--- config.mk ---
export PLATFORM = sky130hd
export DESIGN_NAME = biquad_cascade_filter_top
export DESIGN_NICKNAME = d
export VERILOG_FILES = /design/src/design/bqc_pkg.sv /design/src/design/bqc_ram.sv /design/src/design/bqc_rmul.sv /design/src/design/biquad_cascade_filter_top.sv
export SDC_FILE = /design/constraint.sdc
export NUM_CORES = 2
export LEC_CHECK = 0
export ABC_AREA = 1
export BUFFER_PORTS_ARGS = -buffer_cell sky130_fd_sc_hd__buf_2
export CELL_PAD_IN_SITES_DETAIL_PLACEMENT = 0
export CELL_PAD_IN_SITES_GLOBAL_PLACEMENT = 1
export CORE_ASPECT_RATIO = 1.75
export CORE_MARGIN = 2
export CORE_UTILIZATION = 35
export CTS_BUF_LIST = sky130_fd_sc_hd__clkbuf_2 sky130_fd_sc_hd__clkbuf_4 sky130_fd_sc_hd__clkbuf_8
export DETAILED_ROUTE_END_ITERATION = 8
export PLACE_DENSITY = 0.7
export SLEW_MARGIN = 20
export SYNTH_ARGS = -nofsm -noshare
export SYNTH_HDL_FRONTEND = slang
export SYNTH_HIERARCHICAL = 1
export SYNTH_SLANG_ARGS = --single-unit
--- constraint.sdc ---
create_clock -name clk -period 9.5 [get_ports clk]
set_input_delay 0.475 -clock clk [delete_from_list [all_inputs] [get_ports clk]]
set_output_delay 0.475 -clock clk [all_outputs]
set_load 0.1 [all_outputs]
--- src/design/bqc_pkg.sv ---
`timescale 1ns / 1ps
`default_nettype none

package bqc_pkg;

  localparam int MAX_SECTIONS_DEF = 4;
  localparam int SAMPLE_WIDTH_DEF = 24;

  localparam int COEF_W    = 32;
  localparam int STATE_W   = 40;
  localparam int COEF_FRAC = 29;
  localparam int SPLIT     = STATE_W / 2;
  localparam int MUL_W     = COEF_W + SPLIT + 1;
  localparam int FULL_W    = COEF_W + STATE_W;
  localparam int PROD_W    = FULL_W - COEF_FRAC;
  localparam int ACC_W     = PROD_W + 2;
  localparam int SLOTS     = 7;

  localparam int IN_FIXED_W = 2 + 3 + COEF_W;

  localparam int CFG_ADDR_W = 3;
  localparam int CFG_DATA_W = 32;
  localparam logic [0:0] REG_ACTIVE_SECTIONS = 1'b0;
  localparam logic [2:0] ACTIVE_RESET = 3'd4;

  typedef enum logic [1:0] {
    OP_LOAD   = 2'd0,
    OP_PRIME  = 2'd1,
    OP_FILTER = 2'd2
  } op_t;

  typedef struct packed {
    logic                      start;
    logic signed [COEF_W-1:0]  coef;
    logic signed [STATE_W-1:0] opnd;
  } mul_req_t;

  typedef struct packed {
    logic                     done;
    logic signed [PROD_W-1:0] prod;
  } mul_rsp_t;

endpackage

`default_nettype wire

--- src/design/bqc_ram.sv ---
`timescale 1ns / 1ps
`default_nettype none

module bqc_ram #(
  parameter int WIDTH = 32,
  parameter int DEPTH = 28
) (
  input  wire logic                     clk,
  input  wire logic                     we,
  input  wire logic [$clog2(DEPTH)-1:0] waddr,
  input  wire logic [WIDTH-1:0]         wdata,
  input  wire logic [$clog2(DEPTH)-1:0] raddr,
  output logic      [WIDTH-1:0]         rdata
);

  logic [WIDTH-1:0] mem [DEPTH];
  logic [WIDTH-1:0] rdata_r;

  always_ff @(posedge clk) begin
    if (we) begin
      mem[waddr] <= wdata;
    end
    rdata_r <= mem[raddr];
  end

  assign rdata = rdata_r;

endmodule

`default_nettype wire

--- src/design/bqc_rmul.sv ---
`timescale 1ns / 1ps
`default_nettype none

module bqc_rmul (
  input  wire logic              clk,
  input  wire logic              rst_n,
  input  wire bqc_pkg::mul_req_t req,
  output bqc_pkg::mul_rsp_t      rsp
);

  logic [3:0] pipe_r;
  logic signed [bqc_pkg::COEF_W-1:0]  coef_r;
  logic signed [bqc_pkg::STATE_W-1:0] opnd_r;
  logic signed [bqc_pkg::SPLIT:0]     mb;
  logic signed [bqc_pkg::MUL_W-1:0]   mul_r;
  logic signed [bqc_pkg::MUL_W-1:0]   lo_r;
  logic        [bqc_pkg::FULL_W-1:0]  full;
  logic signed [bqc_pkg::PROD_W-1:0]  prod_r;

  // low half as unsigned, high half signed
  assign mb = pipe_r[0] ? {1'b0, opnd_r[bqc_pkg::SPLIT-1:0]}
                        : {opnd_r[bqc_pkg::STATE_W-1],
                           opnd_r[bqc_pkg::STATE_W-1:bqc_pkg::SPLIT]};

  assign full = {mul_r[bqc_pkg::FULL_W-bqc_pkg::SPLIT-1:0], {bqc_pkg::SPLIT{1'b0}}}
              + {{(bqc_pkg::FULL_W-bqc_pkg::MUL_W){lo_r[bqc_pkg::MUL_W-1]}}, lo_r}
              + (bqc_pkg::FULL_W'(1) << (bqc_pkg::COEF_FRAC - 1));

  always_ff @(posedge clk) begin
    if (!rst_n) begin
      pipe_r <= '0;
    end else begin
      pipe_r <= {pipe_r[2:0], req.start};
    end
  end

  always_ff @(posedge clk) begin
    if (req.start) begin
      coef_r <= req.coef;
      opnd_r <= req.opnd;
    end
    if (pipe_r[0] || pipe_r[1]) begin
      mul_r <= coef_r * mb;
    end
    if (pipe_r[1]) begin
      lo_r <= mul_r;
    end
    if (pipe_r[2]) begin
      prod_r <= full[bqc_pkg::FULL_W-1:bqc_pkg::COEF_FRAC];
    end
  end

  assign rsp.done = pipe_r[3];
  assign rsp.prod = prod_r;

endmodule

`default_nettype wire

--- src/design/biquad_cascade_filter_top.sv ---
`timescale 1ns / 1ps
`default_nettype none

// Cascade of up to MAX_SECTIONS second-order IIR sections (transposed direct
// form II) around one shared 32x21 multiplier that makes each rounded
// coefficient product in two passes. Coefficients and initial values sit in
// one RAM, delay words in a second. A load to a valid slot is written as it
// is taken; a prime fills both delay words of all MAX_SECTIONS sections; a
// filter sample runs the five products of each of N active sections in turn
// and goes straight to output when N is zero. One item is in work at a time;
// a finished result waits in the output register while the next is taken.
module biquad_cascade_filter_top #(
  parameter int MAX_SECTIONS = bqc_pkg::MAX_SECTIONS_DEF,
  parameter int SAMPLE_WIDTH = bqc_pkg::SAMPLE_WIDTH_DEF
) (
  input  wire logic clk,
  input  wire logic rst_n,
  input  wire logic in_tvalid,
  output logic      in_tready,
  // section_index, slot_index, table_word, sample_in
  input  wire logic [((bqc_pkg::IN_FIXED_W + SAMPLE_WIDTH + 7) / 8) * 8 - 1:0] in_tdata,
  // opcode
  input  wire logic [1:0] in_tuser,
  output logic out_tvalid,
  input  wire logic out_tready,
  // sample_out
  output logic [((SAMPLE_WIDTH + 7) / 8) * 8 - 1:0] out_tdata,
  // saturated
  output logic out_tuser,
  input  wire logic cfg_psel,
  input  wire logic cfg_penable,
  input  wire logic cfg_pwrite,
  input  wire logic [bqc_pkg::CFG_ADDR_W-1:0] cfg_paddr,
  input  wire logic [bqc_pkg::CFG_DATA_W-1:0] cfg_pwdata,
  output logic [bqc_pkg::CFG_DATA_W-1:0] cfg_prdata,
  output logic cfg_pready
);

  localparam int SW        = SAMPLE_WIDTH;
  localparam int OUT_W     = ((SAMPLE_WIDTH + 7) / 8) * 8;
  localparam int TAB_DEPTH = MAX_SECTIONS * bqc_pkg::SLOTS;
  localparam int TA_W      = $clog2(TAB_DEPTH);
  localparam int DLY_DEPTH = 2 * MAX_SECTIONS;
  localparam int DA_W      = $clog2(DLY_DEPTH);
  localparam int SEC_W     = $clog2(MAX_SECTIONS + 1);
  localparam int SW_      = bqc_pkg::STATE_W;
  localparam int AW_      = bqc_pkg::ACC_W;
  localparam int PW_      = bqc_pkg::PROD_W;
  localparam int WORD_LSB  = 5;
  localparam int SMP_LSB   = bqc_pkg::IN_FIXED_W;

  localparam logic [2:0] SLOT_B0 = 3'd0;
  localparam logic [2:0] SLOT_B1 = 3'd1;
  localparam logic [2:0] SLOT_B2 = 3'd2;
  localparam logic [2:0] SLOT_A1 = 3'd3;
  localparam logic [2:0] SLOT_A2 = 3'd4;
  localparam logic [2:0] SLOT_I0 = 3'd5;
  localparam logic [2:0] SLOT_I1 = 3'd6;

  typedef enum logic [2:0] {
    ST_IDLE,
    ST_RD,
    ST_MUL,
    ST_WAIT,
    ST_OUT
  } state_t;

  typedef enum logic [2:0] {
    STEP_B0,
    STEP_B1,
    STEP_A1,
    STEP_B2,
    STEP_A2,
    STEP_P5,
    STEP_P6
  } step_t;

  typedef struct packed {
    logic [2:0] slot;
    logic       dbit;
    logic       use_y;
    logic       pre_dly;
    logic       pre_zero;
    logic       neg;
  } step_ctl_t;

  function automatic logic [SW_-1:0] sat_state(input logic [AW_-1:0] s);
    logic [AW_-SW_:0] hi;
    hi = s[AW_-1:SW_-1];
    if ((&hi) || !(|hi)) begin
      return s[SW_-1:0];
    end else if (s[AW_-1]) begin
      return {1'b1, {(SW_-1){1'b0}}};
    end else begin
      return {1'b0, {(SW_-1){1'b1}}};
    end
  endfunction

  state_t state_r, state_nxt;
  step_t  step_r, step_nxt;
  step_ctl_t ctl;
  logic [SEC_W-1:0] sec_r, sec_nxt, n_r, n_nxt, n_sel, sec_inc;
  logic signed [SW_-1:0] v_r, v_nxt, y_r, y_nxt;
  logic signed [AW_-1:0] acc_r, acc_nxt;
  logic out_tvalid_r, out_tvalid_nxt;
  logic [SW-1:0] out_data_r, out_data_nxt;
  logic out_sat_r, out_sat_nxt;
  logic [2:0] active_r;
  logic [DLY_DEPTH-1:0] dvalid_r;
  logic dval_rd_r;

  logic in_xfer, cfg_wr;
  logic [1:0] in_sec;
  logic [2:0] in_slot;
  logic [bqc_pkg::COEF_W-1:0] in_word;
  logic [SW-1:0] in_sample;
  bqc_pkg::op_t in_op;
  logic [SW_-1:0] x_ext;

  logic tab_we;
  logic [TA_W-1:0] tab_waddr, tab_raddr;
  logic [bqc_pkg::COEF_W-1:0] tab_rdata;
  logic dly_we;
  logic [DA_W-1:0] dly_addr;
  logic [SW_-1:0] dly_rdata, dly_val;

  bqc_pkg::mul_req_t mul_req;
  bqc_pkg::mul_rsp_t mul_rsp;
  logic [AW_-1:0] prod_ext, sum;
  logic [SW_-1:0] sum_sat;

  logic [SW_-SW:0] clip_hi;
  logic in_range;
  logic [SW-1:0] out_val;

  assign in_xfer   = in_tvalid && in_tready;
  assign in_tready = (state_r == ST_IDLE);
  assign in_sec    = in_tdata[1:0];
  assign in_slot   = in_tdata[4:2];
  assign in_word   = in_tdata[WORD_LSB +: bqc_pkg::COEF_W];
  assign in_sample = in_tdata[SMP_LSB +: SW];
  assign in_op     = bqc_pkg::op_t'(in_tuser);
  assign x_ext     = {{(SW_-SW){in_sample[SW-1]}}, in_sample};

  assign cfg_pready = 1'b1;
  assign cfg_wr = cfg_psel && cfg_penable && cfg_pwrite && cfg_pready
                  && (cfg_paddr[bqc_pkg::CFG_ADDR_W-1:2] == bqc_pkg::REG_ACTIVE_SECTIONS);
  assign cfg_prdata = (cfg_paddr[bqc_pkg::CFG_ADDR_W-1:2] == bqc_pkg::REG_ACTIVE_SECTIONS)
                      ? bqc_pkg::CFG_DATA_W'(active_r) : '0;

  always_ff @(posedge clk) begin
    if (!rst_n) begin
      active_r <= bqc_pkg::ACTIVE_RESET;
    end else if (cfg_wr) begin
      active_r <= cfg_pwdata[2:0];
    end
  end

  always_comb begin
    ctl = '0;
    unique case (step_r)
      STEP_B0: ctl = '{slot: SLOT_B0, dbit: 1'b0, use_y: 1'b0, pre_dly: 1'b1,
                       pre_zero: 1'b0, neg: 1'b0};
      STEP_B1: ctl = '{slot: SLOT_B1, dbit: 1'b1, use_y: 1'b0, pre_dly: 1'b1,
                       pre_zero: 1'b0, neg: 1'b0};
      STEP_A1: ctl = '{slot: SLOT_A1, dbit: 1'b0, use_y: 1'b1, pre_dly: 1'b0,
                       pre_zero: 1'b0, neg: 1'b1};
      STEP_B2: ctl = '{slot: SLOT_B2, dbit: 1'b1, use_y: 1'b0, pre_dly: 1'b0,
                       pre_zero: 1'b1, neg: 1'b0};
      STEP_A2: ctl = '{slot: SLOT_A2, dbit: 1'b1, use_y: 1'b1, pre_dly: 1'b0,
                       pre_zero: 1'b0, neg: 1'b1};
      STEP_P5: ctl = '{slot: SLOT_I0, dbit: 1'b0, use_y: 1'b0, pre_dly: 1'b0,
                       pre_zero: 1'b1, neg: 1'b0};
      STEP_P6: ctl = '{slot: SLOT_I1, dbit: 1'b1, use_y: 1'b0, pre_dly: 1'b0,
                       pre_zero: 1'b1, neg: 1'b0};
      default: ctl = '0;
    endcase
  end

  assign tab_we    = in_xfer && (in_op == bqc_pkg::OP_LOAD)
                     && (32'(in_slot) < bqc_pkg::SLOTS) && (32'(in_sec) < MAX_SECTIONS);
  assign tab_waddr = TA_W'(32'(in_sec) * bqc_pkg::SLOTS + 32'(in_slot));
  assign tab_raddr = TA_W'(32'(sec_r) * bqc_pkg::SLOTS + 32'(ctl.slot));
  assign dly_addr  = DA_W'({sec_r, ctl.dbit});

  bqc_ram #(
    .WIDTH(bqc_pkg::COEF_W),
    .DEPTH(TAB_DEPTH)
  ) u_tab_ram (
    .clk  (clk),
    .we   (tab_we),
    .waddr(tab_waddr),
    .wdata(in_word),
    .raddr(tab_raddr),
    .rdata(tab_rdata)
  );

  bqc_ram #(
    .WIDTH(SW_),
    .DEPTH(DLY_DEPTH)
  ) u_dly_ram (
    .clk  (clk),
    .we   (dly_we),
    .waddr(dly_addr),
    .wdata(sum_sat),
    .raddr(dly_addr),
    .rdata(dly_rdata)
  );

  always_ff @(posedge clk) begin
    if (!rst_n) begin
      dvalid_r  <= '0;
      dval_rd_r <= 1'b0;
    end else begin
      if (dly_we) begin
        dvalid_r[dly_addr] <= 1'b1;
      end
      dval_rd_r <= dvalid_r[dly_addr];
    end
  end

  assign dly_val = dval_rd_r ? dly_rdata : '0;

  assign mul_req.start = (state_r == ST_MUL);
  assign mul_req.coef  = tab_rdata;
  assign mul_req.opnd  = ctl.use_y ? y_r : v_r;

  bqc_rmul u_rmul (
    .clk  (clk),
    .rst_n(rst_n),
    .req  (mul_req),
    .rsp  (mul_rsp)
  );

  assign prod_ext = {{(AW_-PW_){mul_rsp.prod[PW_-1]}}, mul_rsp.prod};
  assign sum      = ctl.neg ? (acc_r - prod_ext) : (acc_r + prod_ext);
  assign sum_sat  = sat_state(sum);

  assign n_sel   = (32'(active_r) > MAX_SECTIONS) ? SEC_W'(MAX_SECTIONS) : SEC_W'(active_r);
  assign sec_inc = SEC_W'(sec_r + 1'b1);

  assign clip_hi  = v_r[SW_-1:SW-1];
  assign in_range = (&clip_hi) || !(|clip_hi);
  assign out_val  = in_range ? v_r[SW-1:0]
                  : (v_r[SW_-1] ? {1'b1, {(SW-1){1'b0}}} : {1'b0, {(SW-1){1'b1}}});

  always_comb begin
    state_nxt      = state_r;
    step_nxt       = step_r;
    sec_nxt        = sec_r;
    n_nxt          = n_r;
    v_nxt          = v_r;
    y_nxt          = y_r;
    acc_nxt        = acc_r;
    out_tvalid_nxt = out_tvalid_r && !out_tready;
    out_data_nxt   = out_data_r;
    out_sat_nxt    = out_sat_r;
    dly_we         = 1'b0;
    unique case (state_r)
      ST_IDLE: begin
        if (in_xfer) begin
          case (in_op)
            bqc_pkg::OP_PRIME: begin
              v_nxt     = x_ext;
              sec_nxt   = '0;
              step_nxt  = STEP_P5;
              state_nxt = ST_RD;
            end
            bqc_pkg::OP_FILTER: begin
              v_nxt     = x_ext;
              sec_nxt   = '0;
              n_nxt     = n_sel;
              step_nxt  = STEP_B0;
              state_nxt = (n_sel == '0) ? ST_OUT : ST_RD;
            end
            default: begin
            end
          endcase
        end
      end
      ST_RD: begin
        state_nxt = ST_MUL;
      end
      ST_MUL: begin
        if (ctl.pre_dly) begin
          acc_nxt = {{(AW_-SW_){dly_val[SW_-1]}}, dly_val};
        end else if (ctl.pre_zero) begin
          acc_nxt = '0;
        end
        state_nxt = ST_WAIT;
      end
      ST_WAIT: begin
        if (mul_rsp.done) begin
          state_nxt = ST_RD;
          unique case (step_r)
            STEP_B0: begin
              y_nxt    = sum_sat;
              step_nxt = STEP_B1;
            end
            STEP_B1: begin
              acc_nxt  = sum;
              step_nxt = STEP_A1;
            end
            STEP_A1: begin
              dly_we   = 1'b1;
              step_nxt = STEP_B2;
            end
            STEP_B2: begin
              acc_nxt  = sum;
              step_nxt = STEP_A2;
            end
            STEP_A2: begin
              dly_we   = 1'b1;
              v_nxt    = y_r;
              sec_nxt  = sec_inc;
              step_nxt = STEP_B0;
              if (sec_inc == n_r) begin
                state_nxt = ST_OUT;
              end
            end
            STEP_P5: begin
              dly_we   = 1'b1;
              step_nxt = STEP_P6;
            end
            STEP_P6: begin
              dly_we   = 1'b1;
              sec_nxt  = sec_inc;
              step_nxt = STEP_P5;
              if (sec_inc == SEC_W'(MAX_SECTIONS)) begin
                state_nxt = ST_IDLE;
              end
            end
            default: begin
              state_nxt = ST_IDLE;
            end
          endcase
        end
      end
      ST_OUT: begin
        if (!out_tvalid_r || out_tready) begin
          out_tvalid_nxt = 1'b1;
          out_data_nxt   = out_val;
          out_sat_nxt    = !in_range;
          state_nxt      = ST_IDLE;
        end
      end
      default: begin
        state_nxt = ST_IDLE;
      end
    endcase
  end

  always_ff @(posedge clk) begin
    if (!rst_n) begin
      state_r      <= ST_IDLE;
      step_r       <= STEP_B0;
      sec_r        <= '0;
      n_r          <= '0;
      out_tvalid_r <= 1'b0;
    end else begin
      state_r      <= state_nxt;
      step_r       <= step_nxt;
      sec_r        <= sec_nxt;
      n_r          <= n_nxt;
      out_tvalid_r <= out_tvalid_nxt;
      v_r          <= v_nxt;
      y_r          <= y_nxt;
      acc_r        <= acc_nxt;
      out_data_r   <= out_data_nxt;
      out_sat_r    <= out_sat_nxt;
    end
  end

  assign out_tvalid = out_tvalid_r;
  assign out_tdata  = OUT_W'(out_data_r);
  assign out_tuser  = out_sat_r;

endmodule

`default_nettype wire

==> out/results.ini <==
[die]
die_w_um=412
start_util=0.351
die_y_um=718
rows=262
design.portCount=168
die_area_mm2=0.296
core-area_mm2=0.290

[final_layout]
utilization=0.387
fin_nets=12300
drive_above_1_share=0.0860
syn_to_final_growth_pct=10.3

[synthesis]
synth_largest_area_cell=edfxtp_1
yosysSeqAreaShare=0.481
synth_ff_type=edfxtp_1
synth_edf_count=1567
synth_cells=11000
yosysWarnings=6
synth.most_common_cell=nand2_1
synthTopCellsByCount=nand2_1 (3,179), inv_1 (1,976), edfxtp_1 (1,567)
ys_types=56
syn_area_mm2=0.102
synth_seq_cells=1668
post-synth-top-area-fraction=0.461
synthArstFlopShare=0
syn_avg_cell_area_um2=9.25
yosys-top-cells-area=edfxtp_1 (46%), fa_1 (13%), nand2_1 (12%), inv_1 (7.3%), nand3_1 (3.9%)

[global_route]
grt_pass1_wl_mm=478
grtUsageTotal=0.217
gr-total-overflow=0
grt_max_degree=192
antenna_found_initial=23
grt_pass1_vias=76900

[flow_run]
drv_cap=0

[setup_path]
end_kind=flip-flop
rrSetupSlack_ns=1.40
startpoint=u_rmul/pipe_r[0]$_SDFF_PN0_
crit_required_ns=10.20
cp-start-kind=flip-flop
cp-endpoint=u_rmul/mul_r[46]$_DFFE_PP_
crit_type=reg -> reg
worstPathMaxFanout=23
r2r_start=u_rmul/pipe_r[0]$_SDFF_PN0_
rr_worst_depth=27
reg2reg_to=u_rmul/mul_r[46]$_DFFE_PP_
cp.arrival_ns=8.79

[sta]
grt_setup_unrepaired=no
worst_clock_skew_ns=0.176
tightest_slew_ns=1.24
relSlewSlack=0.173
slew_violations=0
fin_crit_ns=8.10
max_freq_mhz=124
hold_viol=0
setup_tns_ns=0
fin_crit_sh=0.852
finalSetupViolations=0

[clock_tree]
clk_pin_slew_ns=0.07
cts_max_level=4
cts_buffers=246
cts_tree=built
clock_sinks=1668
cts.path.max_buffers=4
clk_latency_ns=1.07
clk_root_buffer_cell=clkbuf_8

[routing]
drt_wl_total_mm=326
vias=74600
firstDrtPassIters=6
drc=0
post_drt_wl_per_cell_um=21.4
drt-initial-drc-count=5179
antenna_left=0
viasPerCell=4.90

[placement]
finalWeightedCongestion=1.00
port-buffer-count=103
hpwl_mm=230

[run_status]
status=completed

[min_path]
hold_depth=4
min_path_type=in -> reg

==> logic make-up after synthesis <==
group / Yosys count / share of synthesized area
flops: 1668 / 0.481
simple gates: 5097 / 0.205
buf+inv: 2537 / 0.100
compound gates: 599 / 0.0317
xor+xnor: 151 / 0.0130
other cells: 2 / 0.0000736
fa+ha+maj: 972 / 0.169
==> state kept, by name, indices dropped and copies added, names as in the netlist, 33 cells and up <==
register / flops
u_rmul/opnd_r: 40
acc_r: 45
u_rmul/prod_r: 43
u_rmul/mul_r: 53
y_r: 40
u_dly_ram/rdata: 40
u_dly_ram/mem: 320
u_rmul/lo_r: 33
u_tab_ram/mem: 896
v_r: 40
==> layer usage <==
layer  share of wire  track usage
met1            0.36        0.232
met3           0.045       0.0234
met4           0.073        0.139
met5         0.00012            0
met2            0.53        0.402
==> how the worst min path moves through the flow <==
stage | start | endpoint | slack (ns)
global route | in_tuser[1] | n_r[2]$_SDFFE_PN0P_ | 0.16
global placement | u_tab_ram/rdata[19]$_DFF_P_ | u_rmul/coef_r[19]$_DFFE_PP_ | 0.39
floorplan | u_tab_ram/rdata[0]$_DFF_P_ | u_rmul/coef_r[0]$_DFFE_PP_ | 0.39
CTS | in_tuser[1] | step_r[0]$_SDFFE_PN0P_ | 0.09
detailed placement | u_tab_ram/rdata[12]$_DFF_P_ | u_rmul/coef_r[12]$_DFFE_PP_ | 0.39
finish | in_tuser[1] | n_r[2]$_SDFFE_PN0P_ | 0.18
==> final cells by class <==
cell class | instances | area [µm²]
fill | 29200 | 178000
sequential | 1668 | 49100
multi-input combinational | 6849 | 43200
inverter | 2118 | 7980
tap | 3828 | 4790
clock buffer | 323 | 4080
timing repair buffer | 288 | 2120
clock inverter | 128 | 1270
antenna | 10 | 25.0
==> cells in the final DEF (no fill, tap or decap), types with 59 or more instances in the layout <==
| cell | n |
|---|---|
| dfxtp_1 | 98 |
| buf_4 | 116 |
| dlygate4sd3_1 | 65 |
| o21ai_0 | 314 |
| buf_2 | 103 |
| nand2_1 | 3179 |
| clkbuf_8 | 264 |
| edfxtp_1 | 1567 |
| nor2_1 | 797 |
| inv_1 | 1973 |
| ha_1 | 294 |
| fa_1 | 675 |
| nand3_1 | 801 |
| inv_2 | 121 |
| xor2_1 | 98 |
| a21oi_1 | 172 |
| clkbuf_4 | 59 |
==> through the flow <==
stage	setup WS [ns]	instances	area, µm²	hold slack (ns)
floorplan	2.43	11100	102000	0.386
detailed placement	1.36	14700	106000	0.389
CTS	1.33	15200	112000	0.0920
global route	0.908	15200	113000	0.158
global placement	1.33	14700	106000	0.389
finish	1.40	15200	113000	0.178
==> worst max-delay path, stage by stage (launching register included) <==
cell and delay, ns:
dfxtp_1 0.30, buf_4 0.20, inv_2 0.28, or2_0 0.15, nand2_1 0.41, nor2_1 0.44, inv_1 0.10, fa_1 0.50
inv_1 0.06, ha_1 0.39, fa_1 0.98, inv_1 0.22, fa_1 0.53, inv_1 0.06, fa_1 0.54, inv_1 0.05
fa_1 0.46, fa_1 0.53, inv_1 0.05, ha_1 0.37, a21oi_1 0.33, nor2_1 0.07, nor2_1 0.12, nand2_1 0.06
a21oi_1 0.35, nand3_1 0.14, nand2_1 0.08, nand2_1 0.05
==> what timing repair did <==
item                      in CTS  in global routing
resized for setup              0                  0
buffers inserted               0                  0
hold buffers                  65                  0
hold endpoints to repair     821                  0
Power is left out: the tool's default activity adds up to more than one toggle a clock period on the data nets, which glitch-free logic cannot reach.
